--- src/hdl/msbs_pkg.sv ---
`timescale 1ns / 1ps
// ----------------------------------------------------------------------------
// Masked byte signature scan: shared types and constants
// Holds the configuration bundle, the queue item passed from the front end to
// the back end, the register index codes and the fixed region limits.
// ----------------------------------------------------------------------------
package msbs_pkg;

    // Register index codes of the configuration port.
    localparam logic [2:0] CFG_PATTERN_LOW    = 3'd0;
    localparam logic [2:0] CFG_PATTERN_HIGH   = 3'd1;
    localparam logic [2:0] CFG_CARE_MASK      = 3'd2;
    localparam logic [2:0] CFG_PATTERN_LENGTH = 3'd3;
    localparam logic [2:0] CFG_SCAN_REGION    = 3'd4;
    localparam logic [2:0] CFG_ENTRY_OFFSET   = 3'd5;
    localparam logic [2:0] CFG_OVERLAY_OFFSET = 3'd6;
    localparam logic [2:0] CFG_OVERLAY_LEN    = 3'd7;

    // Scan region codes; the unused code behaves as the whole-file scan.
    localparam logic [1:0] REGION_ENTRY   = 2'd0;
    localparam logic [1:0] REGION_OVERLAY = 2'd1;
    localparam logic [1:0] REGION_WHOLE   = 2'd2;

    // Hits may start at most this far into the file or into the tail/overlay.
    localparam logic [31:0] SCAN_CAP  = 32'd8388608;
    // Length of the tail section at the end of the file.
    localparam logic [31:0] TAIL_SPAN = 32'd65536;

    // Depth of the queue between the front and the back end.
    localparam int QUEUE_DEPTH = 4;
    localparam int QUEUE_PTR_W = $clog2(QUEUE_DEPTH);

    typedef struct packed {
        logic [63:0] pattern_low;
        logic [63:0] pattern_high;
        logic [15:0] care_mask;
        logic [4:0]  pattern_length;
        logic [1:0]  scan_region;
        logic [31:0] entry_offset;
        logic [31:0] overlay_offset;
        logic [31:0] overlay_len;
    } t_scan_cfg;

    // One classified byte: whether a match completed at it, where that match
    // started, how many bytes have been taken so far and whether it ends the file.
    typedef struct packed {
        logic        hit;
        logic        last;
        logic [31:0] start;
        logic [31:0] count;
    } t_scan_item;

endpackage

--- src/hdl/msbs_front.sv ---
`timescale 1ns / 1ps
// ----------------------------------------------------------------------------
// Masked byte signature scan: front end
// Keeps the sliding byte window and the byte count, and runs the masked
// compare for every pattern length at once, tagging each byte with its hit.
// ----------------------------------------------------------------------------
module msbs_front #(
    parameter int MAX_PATTERN = 16
) (
    input  logic                  i_clk,
    input  logic                  i_rst_n,
    input  msbs_pkg::t_scan_cfg   i_cfg,
    input  logic                  i_valid,
    input  logic [7:0]            i_data_byte,
    input  logic                  i_last_byte,
    output logic                  o_ready,
    output logic                  o_valid,
    output msbs_pkg::t_scan_item  o_item,
    input  logic                  i_queue_ready,
    output logic [4:0]            o_used_len
);

    logic [7:0]             r_window [MAX_PATTERN];
    logic [7:0]             n_window [MAX_PATTERN];
    logic [31:0]            r_count;
    logic [31:0]            n_count;
    logic [MAX_PATTERN-1:0] len_match;
    logic                   sel_match;
    logic                   accept;
    logic [127:0]           pattern;

    assign pattern  = {i_cfg.pattern_high, i_cfg.pattern_low};
    assign o_ready  = i_queue_ready;
    assign accept   = i_valid && i_queue_ready;

    assign o_used_len = (i_cfg.pattern_length > 5'(MAX_PATTERN)) ?
                        5'(MAX_PATTERN) : i_cfg.pattern_length;

    // The window after this byte; the newest byte sits at the top index.
    always_comb begin
        for (int j = 0; j < MAX_PATTERN - 1; j++) begin
            n_window[j] = r_window[j + 1];
        end
        n_window[MAX_PATTERN - 1] = i_data_byte;
    end

    assign n_count = (r_count == '1) ? r_count : r_count + 32'd1;

    // One compare result per possible pattern length, over the newest bytes.
    always_comb begin
        for (int k = 1; k <= MAX_PATTERN; k++) begin
            len_match[k - 1] = 1'b1;
            for (int i = 0; i < k; i++) begin
                if (i_cfg.care_mask[i] &&
                    n_window[MAX_PATTERN - k + i] != pattern[8 * i +: 8]) begin
                    len_match[k - 1] = 1'b0;
                end
            end
        end
    end

    always_comb begin
        sel_match = 1'b0;
        for (int k = 1; k <= MAX_PATTERN; k++) begin
            if (o_used_len == 5'(k)) begin
                sel_match = len_match[k - 1];
            end
        end
    end

    assign o_valid      = accept;
    assign o_item.hit   = sel_match && (n_count >= {27'd0, o_used_len});
    assign o_item.last  = i_last_byte;
    assign o_item.start = n_count - {27'd0, o_used_len};
    assign o_item.count = n_count;

    always_ff @(posedge i_clk) begin
        if (accept) begin
            r_window <= n_window;
        end
    end

    always_ff @(posedge i_clk) begin
        if (!i_rst_n) begin
            r_count <= '0;
        end else if (accept) begin
            r_count <= i_last_byte ? 32'd0 : n_count;
        end
    end

endmodule

--- src/hdl/msbs_queue.sv ---
`timescale 1ns / 1ps
// ----------------------------------------------------------------------------
// Masked byte signature scan: item queue
// A short first-in first-out buffer of classified bytes between the front
// end and the back end.
// ----------------------------------------------------------------------------
module msbs_queue (
    input  logic                  i_clk,
    input  logic                  i_rst_n,
    input  logic                  i_valid,
    input  msbs_pkg::t_scan_item  i_item,
    output logic                  o_ready,
    output logic                  o_valid,
    output msbs_pkg::t_scan_item  o_item,
    input  logic                  i_ready
);

    localparam int PTR_W = msbs_pkg::QUEUE_PTR_W;
    localparam int CNT_W = PTR_W + 1;

    msbs_pkg::t_scan_item r_mem [msbs_pkg::QUEUE_DEPTH];
    logic [PTR_W-1:0]     r_wr_ptr;
    logic [PTR_W-1:0]     r_rd_ptr;
    logic [CNT_W-1:0]     r_count;
    logic                 push;
    logic                 pop;

    assign o_ready = (r_count != CNT_W'(msbs_pkg::QUEUE_DEPTH));
    assign o_valid = (r_count != '0);
    assign o_item  = r_mem[r_rd_ptr];
    assign push    = i_valid && o_ready;
    assign pop     = o_valid && i_ready;

    always_ff @(posedge i_clk) begin
        if (push) begin
            r_mem[r_wr_ptr] <= i_item;
        end
    end

    always_ff @(posedge i_clk) begin
        if (!i_rst_n) begin
            r_wr_ptr <= '0;
            r_rd_ptr <= '0;
            r_count  <= '0;
        end else begin
            if (push) begin
                r_wr_ptr <= r_wr_ptr + PTR_W'(1);
            end
            if (pop) begin
                r_rd_ptr <= r_rd_ptr + PTR_W'(1);
            end
            if (push && !pop) begin
                r_count <= r_count + CNT_W'(1);
            end else if (pop && !push) begin
                r_count <= r_count - CNT_W'(1);
            end
        end
    end

`ifndef SYNTH
    a_count_bound: assert property (@(posedge i_clk) disable iff (!i_rst_n)
        r_count <= CNT_W'(msbs_pkg::QUEUE_DEPTH))
        else $error("queue count exceeds depth");

    a_push_only_grows: assert property (@(posedge i_clk) disable iff (!i_rst_n)
        push && !pop |=> r_count == $past(r_count) + CNT_W'(1))
        else $error("queue count did not grow on push");

    a_pop_only_shrinks: assert property (@(posedge i_clk) disable iff (!i_rst_n)
        pop && !push |=> r_count == $past(r_count) - CNT_W'(1))
        else $error("queue count did not shrink on pop");
`endif

endmodule

--- src/hdl/msbs_back.sv ---
`timescale 1ns / 1ps
// ----------------------------------------------------------------------------
// Masked byte signature scan: back end
// Sorts each hit into the entry, early, tail and overlay regions, settles the
// verdict at the last byte of the file and holds it in the output register.
// ----------------------------------------------------------------------------
module msbs_back (
    input  logic                  i_clk,
    input  logic                  i_rst_n,
    input  msbs_pkg::t_scan_cfg   i_cfg,
    input  logic [4:0]            i_used_len,
    input  logic                  i_valid,
    input  msbs_pkg::t_scan_item  i_item,
    output logic                  o_ready,
    output logic                  o_valid,
    output logic                  o_found,
    input  logic                  i_ready
);

    // Region limits, refreshed every cycle from the settled registers.
    logic        r_ovl_en;
    logic [32:0] r_ovl_lim;
    logic [32:0] r_ovl_capo;
    logic [32:0] r_ovl_end;

    logic        r_early;
    logic        r_late_valid;
    logic [31:0] r_late;
    logic        r_ovl;
    logic        r_out_valid;
    logic        r_found;

    logic        mode_entry;
    logic        mode_overlay;
    logic        pop;
    logic        n_early;
    logic        n_late_valid;
    logic [31:0] n_late;
    logic        n_ovl;
    logic        ovl_ok;
    logic        tail_ok;
    logic [32:0] late_plus_tail;
    logic [32:0] count_ext;
    logic        n_found;

    assign mode_entry   = (i_cfg.scan_region == msbs_pkg::REGION_ENTRY);
    assign mode_overlay = (i_cfg.scan_region == msbs_pkg::REGION_OVERLAY);

    assign o_ready = !i_item.last || !r_out_valid || i_ready;
    assign pop     = i_valid && o_ready;

    always_ff @(posedge i_clk) begin
        r_ovl_en   <= (i_cfg.overlay_len != 32'd0) &&
                      (i_cfg.overlay_len >= {27'd0, i_used_len});
        r_ovl_lim  <= {1'b0, i_cfg.overlay_offset} + {1'b0, i_cfg.overlay_len}
                      - {28'd0, i_used_len};
        r_ovl_capo <= {1'b0, i_cfg.overlay_offset} + {1'b0, msbs_pkg::SCAN_CAP};
        r_ovl_end  <= {1'b0, i_cfg.overlay_offset} + {1'b0, i_cfg.overlay_len};
    end

    always_comb begin
        n_early      = r_early;
        n_late_valid = r_late_valid;
        n_late       = r_late;
        n_ovl        = r_ovl;
        if (i_item.hit) begin
            if (mode_entry) begin
                n_early = r_early || (i_item.start == i_cfg.entry_offset);
            end else begin
                n_early      = r_early ||
                               (!mode_overlay && i_item.start <= msbs_pkg::SCAN_CAP);
                n_late_valid = 1'b1;
                n_late       = i_item.start;
                n_ovl        = r_ovl || (r_ovl_en &&
                               i_item.start >= i_cfg.overlay_offset &&
                               {1'b0, i_item.start} <= r_ovl_lim &&
                               {1'b0, i_item.start} <= r_ovl_capo);
            end
        end
    end

    assign count_ext      = {1'b0, i_item.count};
    assign late_plus_tail = {1'b0, n_late} + {1'b0, msbs_pkg::TAIL_SPAN};
    assign ovl_ok  = (i_cfg.overlay_len != 32'd0) && (r_ovl_end <= count_ext) && n_ovl;
    assign tail_ok = n_late_valid && (i_item.count > msbs_pkg::TAIL_SPAN) &&
                     (late_plus_tail >= count_ext) &&
                     (late_plus_tail <= count_ext + {1'b0, msbs_pkg::SCAN_CAP});

    always_comb begin
        if (mode_entry) begin
            n_found = n_early;
        end else if (mode_overlay) begin
            n_found = ovl_ok;
        end else begin
            n_found = n_early || ovl_ok || tail_ok;
        end
    end

    always_ff @(posedge i_clk) begin
        if (!i_rst_n) begin
            r_early      <= 1'b0;
            r_late_valid <= 1'b0;
            r_late       <= '0;
            r_ovl        <= 1'b0;
            r_out_valid  <= 1'b0;
        end else begin
            if (pop) begin
                if (i_item.last) begin
                    r_early      <= 1'b0;
                    r_late_valid <= 1'b0;
                    r_late       <= '0;
                    r_ovl        <= 1'b0;
                end else begin
                    r_early      <= n_early;
                    r_late_valid <= n_late_valid;
                    r_late       <= n_late;
                    r_ovl        <= n_ovl;
                end
            end
            if (pop && i_item.last) begin
                r_out_valid <= 1'b1;
            end else if (i_ready) begin
                r_out_valid <= 1'b0;
            end
        end
    end

    always_ff @(posedge i_clk) begin
        if (pop && i_item.last) begin
            r_found <= n_found;
        end
    end

    assign o_valid = r_out_valid;
    assign o_found = r_found;

`ifndef SYNTH
    a_file_end_clears: assert property (@(posedge i_clk) disable iff (!i_rst_n)
        pop && i_item.last |=> !r_early && !r_late_valid && !r_ovl && r_out_valid)
        else $error("file state not cleared at the last byte");

    a_reset_no_result: assert property (@(posedge i_clk)
        !i_rst_n |=> !r_out_valid)
        else $error("result pending after reset");
`endif

endmodule

--- src/hdl/masked_byte_signature_scan.sv ---
`timescale 1ns / 1ps
// ----------------------------------------------------------------------------
// Masked byte signature scan: top level
// Streams a file one byte at a time and reports at its last byte whether a
// masked pattern of up to sixteen bytes was found in the selected region.
// ----------------------------------------------------------------------------
// The block takes one file byte per clock cycle while the queue has room; the
// limit is the combinational window compare in the front end. A four-entry
// queue sits between the front end, which shifts the byte window and runs the
// masked compare, and the back end, which sorts each hit into the entry,
// early, tail and overlay regions. One result request (found in bit 0 of
// m_axis_tdata) is produced for each file once the tlast byte has passed the
// queue; it waits in an output register while input keeps flowing until the
// queue fills. The user must write the registers through the plain write
// port only while the block is idle; the block does not enforce this. The
// file state clears after every last byte while the registers are kept.
// ----------------------------------------------------------------------------
module masked_byte_signature_scan #(
    parameter int MAX_PATTERN = 16
) (
    input  logic        i_clk,
    input  logic        i_rst_n,
    // Configuration write port
    input  logic        i_cfg_wr_en,
    input  logic [2:0]  i_cfg_index,
    input  logic [63:0] i_cfg_wdata,
    // File byte requests
    input  logic        s_axis_tvalid,
    output logic        s_axis_tready,
    input  logic [7:0]  s_axis_tdata,   // [7:0] data_byte
    input  logic        s_axis_tlast,   // last_byte
    // Result requests
    output logic        m_axis_tvalid,
    input  logic        m_axis_tready,
    output logic [7:0]  m_axis_tdata    // [0] found, [7:1] zero
);

    msbs_pkg::t_scan_cfg  r_cfg;
    msbs_pkg::t_scan_item front_item;
    msbs_pkg::t_scan_item queue_item;
    logic                 front_valid;
    logic                 queue_ready;
    logic                 queue_valid;
    logic                 back_ready;
    logic [4:0]           used_len;
    logic                 found;

    // Register bank. Each write keeps only the bits its register holds.
    always_ff @(posedge i_clk) begin
        if (!i_rst_n) begin
            r_cfg.pattern_low    <= '0;
            r_cfg.pattern_high   <= '0;
            r_cfg.care_mask      <= '0;
            r_cfg.pattern_length <= '0;
            r_cfg.scan_region    <= msbs_pkg::REGION_WHOLE;
            r_cfg.entry_offset   <= '0;
            r_cfg.overlay_offset <= '0;
            r_cfg.overlay_len    <= '0;
        end else if (i_cfg_wr_en) begin
            case (i_cfg_index)
                msbs_pkg::CFG_PATTERN_LOW:    r_cfg.pattern_low    <= i_cfg_wdata;
                msbs_pkg::CFG_PATTERN_HIGH:   r_cfg.pattern_high   <= i_cfg_wdata;
                msbs_pkg::CFG_CARE_MASK:      r_cfg.care_mask      <= i_cfg_wdata[15:0];
                msbs_pkg::CFG_PATTERN_LENGTH: r_cfg.pattern_length <= i_cfg_wdata[4:0];
                msbs_pkg::CFG_SCAN_REGION:    r_cfg.scan_region    <= i_cfg_wdata[1:0];
                msbs_pkg::CFG_ENTRY_OFFSET:   r_cfg.entry_offset   <= i_cfg_wdata[31:0];
                msbs_pkg::CFG_OVERLAY_OFFSET: r_cfg.overlay_offset <= i_cfg_wdata[31:0];
                msbs_pkg::CFG_OVERLAY_LEN:    r_cfg.overlay_len    <= i_cfg_wdata[31:0];
                default: begin
                end
            endcase
        end
    end

    // Front end: window, byte count and the masked compare.
    msbs_front #(
        .MAX_PATTERN (MAX_PATTERN)
    ) u_front (
        .i_clk         (i_clk),
        .i_rst_n       (i_rst_n),
        .i_cfg         (r_cfg),
        .i_valid       (s_axis_tvalid),
        .i_data_byte   (s_axis_tdata),
        .i_last_byte   (s_axis_tlast),
        .o_ready       (s_axis_tready),
        .o_valid       (front_valid),
        .o_item        (front_item),
        .i_queue_ready (queue_ready),
        .o_used_len    (used_len)
    );

    // Queue of classified bytes so either side can stall on its own.
    msbs_queue u_queue (
        .i_clk   (i_clk),
        .i_rst_n (i_rst_n),
        .i_valid (front_valid),
        .i_item  (front_item),
        .o_ready (queue_ready),
        .o_valid (queue_valid),
        .o_item  (queue_item),
        .i_ready (back_ready)
    );

    // Back end: region sorting and the verdict at the end of the file.
    msbs_back u_back (
        .i_clk      (i_clk),
        .i_rst_n    (i_rst_n),
        .i_cfg      (r_cfg),
        .i_used_len (used_len),
        .i_valid    (queue_valid),
        .i_item     (queue_item),
        .o_ready    (back_ready),
        .o_valid    (m_axis_tvalid),
        .o_found    (found),
        .i_ready    (m_axis_tready)
    );

    assign m_axis_tdata = {7'd0, found};

endmodule
--- config.mk ---
export PLATFORM = sky130hd
export DESIGN_NAME = masked_byte_signature_scan
export DESIGN_NICKNAME = d
export VERILOG_FILES = /design/src/hdl/msbs_pkg.sv /design/src/hdl/msbs_front.sv /design/src/hdl/msbs_queue.sv /design/src/hdl/msbs_back.sv /design/src/hdl/masked_byte_signature_scan.sv
export SDC_FILE = /design/constraint.sdc
export NUM_CORES = 2
export LEC_CHECK = 0
export ABC_AREA = 0
export BUFFER_PORTS_ARGS = -buffer_cell sky130_fd_sc_hd__buf_2
export CAP_MARGIN = 30
export CORE_UTILIZATION = 65
export CTS_BUF_LIST = sky130_fd_sc_hd__clkbuf_4
export DETAILED_ROUTE_END_ITERATION = 8
export HOLD_SLACK_MARGIN = 0.1
export PLACE_DENSITY = 0.86
export SYNTH_ARGS = -nofsm -noshare
export SYNTH_HDL_FRONTEND = slang
export SYNTH_HIERARCHICAL = 1
export SYNTH_SLANG_ARGS = --single-unit
export TNS_END_PERCENT = 50
--- constraint.sdc ---
create_clock -name i_clk -period 17.56 [get_ports i_clk]
set_input_delay 3.512 -clock i_clk [delete_from_list [all_inputs] [get_ports i_clk]]
set_output_delay 3.512 -clock i_clk [all_outputs]
set_load 0.02 [all_outputs]
==> flow_summary.yaml <==
status:
  status: "finished with violations"
  violations: "design-rule violations"
logic_synthesis:
  synth_area_um2: 51300
  syn_avg_cell_area_um2: 10.0
  synth_common_cells: "xnor2_1, nand2_1, dfxtp_1"
  ys_types: 97
  yosysSeqAreaShare_pct: 39.1
  ys_seq_elements: 809
  synth_area_leaders: "edfxtp_1, xnor2_1, dfxtp_1, ha_1, mux2i_1"
  syn-instance-count: 5122
  yosysTopAreaCellShare_pct: 22.5
  synth_flop_cell: "dfxtp_1"
  yosysWarningCount: 6
  synth_edf_count: 385
  synth_most_common_cell: "xnor2_1"
  async_flop_share_pct: 0
  synth_top_area_cell: "edfxtp_1"
clocking:
  clockBufferDepth: 3
  cts-resized-gates: 0
  clock_latency_ps: 1150
  clockRootBuffer: "clkbuf_4"
  cts_tree: "built"
  cts_buffers: 206
  clk_pin_slew_ps: 80
  postCtsSetupBuffers: 0
  cts_sinks: 809
  ctsHoldBuffers: 0
  htree_levels: 4
timing:
  tightestPinTransition_ps: 1240
  fin_tns_setup_ps: 0
  maxClockFrequency_ghz: 0.148
  fin_crit_sh_pct: 38.5
  hold_viol: 0
  report.final.slew_viol_count: 0
  setup-violations-final: 0
  rsz0062_at_grt: "no"
  relSlewSlack_pct: 16.4
  period_minus_slack_ps: 6760
  worst_clock_skew_ps: 114
route:
  drt_iter0_drc: 7010
  totalWireLength_um: 178000
  drt_pass1_iterations: 9
  vias_per_cell: 6.86
  drc: 61
  ant_nets: 0
  via_count: 43300
  wl_per_cell_um: 28.2
global_routing:
  grtUsageMet2_pct: 60.5
  grt.busiest_layer: "met2"
  antenna_found_initial: 13
  global_route.usage.met1_pct: 54.3
  grt_pass1_vias: 41100
  grt_max_degree: 102
  grt_pass1_wl_um: 258000
  grt_use_met3_pct: 16.8
  overflow: 0
  grtUsageTotal_pct: 42.9
layout:
  instances_no_fill: 6311
  num-nets-final: 5404
  area_growth_pct: 7.44
  fin_util_pct: 70.9
  layout-drive-gt1-share_pct: 12.1
power:
  p_leak_nw: 19.9
  power_mw: 6.56
  powerDensity_nw_per_um2: 119
  worst_ir_drop_vdd_mv: 0.0747
placed_design:
  portBuffers: 83
  gp_congestion: 1.09
  dp_cells: 5910
  hpwl_um: 118000
floorplan:
  ios: 91
  start_util_pct: 66.0
  die_x_um: 283
  rows: 102
  dieArea_um2: 80100
  die_h_um: 283
  coreArea_um2: 77700
critical_path:
  timing_worst_setup_path_type: "reg -> reg"
  r2r-start: "u_front/r_count[16]$_SDFFE_PN0P_"
  reg2regPathDepth: 18
  startpoint_type: "flip-flop"
  rr_endpoint: "u_queue/r_mem[3][65]$_DFFE_PP_"
  worstPathRequired_ps: 18350
  cp.arrival_ps: 7540
  rrSetupSlack_ps: 10800
  end_kind: "flip-flop"
  path_max_fanout: 13
worst_hold_path:
  hold_depth: 0
  hp-start: "r_cfg[41]$_SDFFE_PN0P_"
  hold_path_end: "u_back/r_ovl_capo[9]$_DFF_P_"
  hold_path.class: "reg -> reg"
run:
  maxCapViolCount: 0
==> registers in the layout (all words and copies together) (netlist names), 2 cells and up, named ones only <==
signal / flops
r_cfg: 247
u_queue/r_wr_ptr: 2
u_back/r_ovl_lim: 33
u_front/n_window: 120
u_queue/r_count: 3
u_back/r_ovl_end: 33
u_queue/r_rd_ptr: 2
u_back/r_late: 32
u_front/r_count: 32
u_queue/r_mem: 264
u_back/r_ovl_capo: 33
==> area by class of cell <==
| class | count | area [µm²] |
|---|---|---|
| multi-input combinational | 3710 | 28700 |
| tap | 1040 | 1300 |
| sequential | 809 | 20100 |
| timing repair buffer | 197 | 1630 |
| antenna | 6 | 15.0 |
| clock inverter | 76 | 488 |
| inverter | 169 | 637 |
| clock buffer | 304 | 2280 |
| fill | 5269 | 22600 |
==> placed cells by master, fill, tap and decap left out, drive strengths merged, types with 7 or more instances in the layout <==
cell type,instances
a311oi,8
and3,23
nand3,67
a21o,70
mux4,66
nor3,50
buf,192
a21oi,100
or4,9
a22oi,53
inv,178
nor3b,8
o31ai,7
ha,226
a211oi,19
mux2i,264
nor2b,81
xnor2,1190
clkinv,64
nand2,467
or3,16
o21a,15
nor4,49
o21ai,219
nor2,92
a21boi,13
conb,7
nand4,364
clkbuf,309
edfxtp,385
and2,19
a31oi,8
dfxtp,424
xor2,72
o211ai,8
and4,9
nand4b,9
nand2b,17
==> logic make-up after synthesis <==
| kind of cell | after synthesis | share of synthesized area, % |
|---|---|---|
| flip-flops | 809 | 39.1 |
| AO/OA/AOI/OAI | 574 | 7.14 |
| buffers and inverters | 609 | 5.08 |
| XOR/XNOR | 1262 | 21.5 |
| adder cells (fa/ha/maj) | 230 | 5.67 |
| AND/OR/NAND/NOR | 1305 | 13.4 |
| multiplexers | 332 | 8.09 |
| other | 1 | 0.00731 |
==> worst max path at each step <==
stage	from	to
after global placement	u_front/r_count[16]$_SDFFE_PN0P_	u_queue/r_mem[0][65]$_DFFE_PP_
final	u_front/r_count[16]$_SDFFE_PN0P_	u_queue/r_mem[3][65]$_DFFE_PP_
after global routing	u_front/r_count[16]$_SDFFE_PN0P_	u_queue/r_mem[2][65]$_DFFE_PP_
after CTS	u_front/r_count[16]$_SDFFE_PN0P_	u_queue/r_mem[3][65]$_DFFE_PP_
after floorplan	s_axis_tvalid	u_queue/r_mem[0][0]$_DFFE_PP_
after detailed placement	s_axis_tvalid	u_queue/r_count[2]$_SDFFE_PN0P_
==> critical path, cell delays in order, from the launching register on <==
cell and delay (ps):
dfxtp_1 560, nand4_1 230, nor2_1 780, and3_1 610
xnor2_1 290, inv_1 140, ha_1 190, inv_1 70
fa_1 430, a21o_1 210, a21oi_1 250, nor2b_1 80
or3_1 340, a211o_1 380, nor4b_2 630, nand3b_1 320
nor4_1 490, buf_2 270, a21oi_1 130
==> stage by stage <==
step                      worst slack, ps  cell area [µm²]  hold WS, ps
after global routing                10680            55100          357
after floorplan                      9090            51300          368
after global placement              11110            51800          379
after detailed placement            11250            52000          382
after CTS                           11080            54800          340
final                               10800            55100          346
==> routing by layer <==
layer / vias up / part of all wire, %
li1: 18000 / -
met1: 20300 / 35
met2: 3929 / 41
met3: 1069 / 16
met4: 16 / 7.8
met5: - / 0.19
==> power by group <==
group	switching, mW	leakage [nW]	total [mW]	internal [mW]
Clock	0.856	1.62	1.71	0.853
Sequential	0.278	7.23	2.47	2.19
Combinational	1.43	11.1	2.38	0.946
No activity file was read; power rests on OpenSTA's default activity.
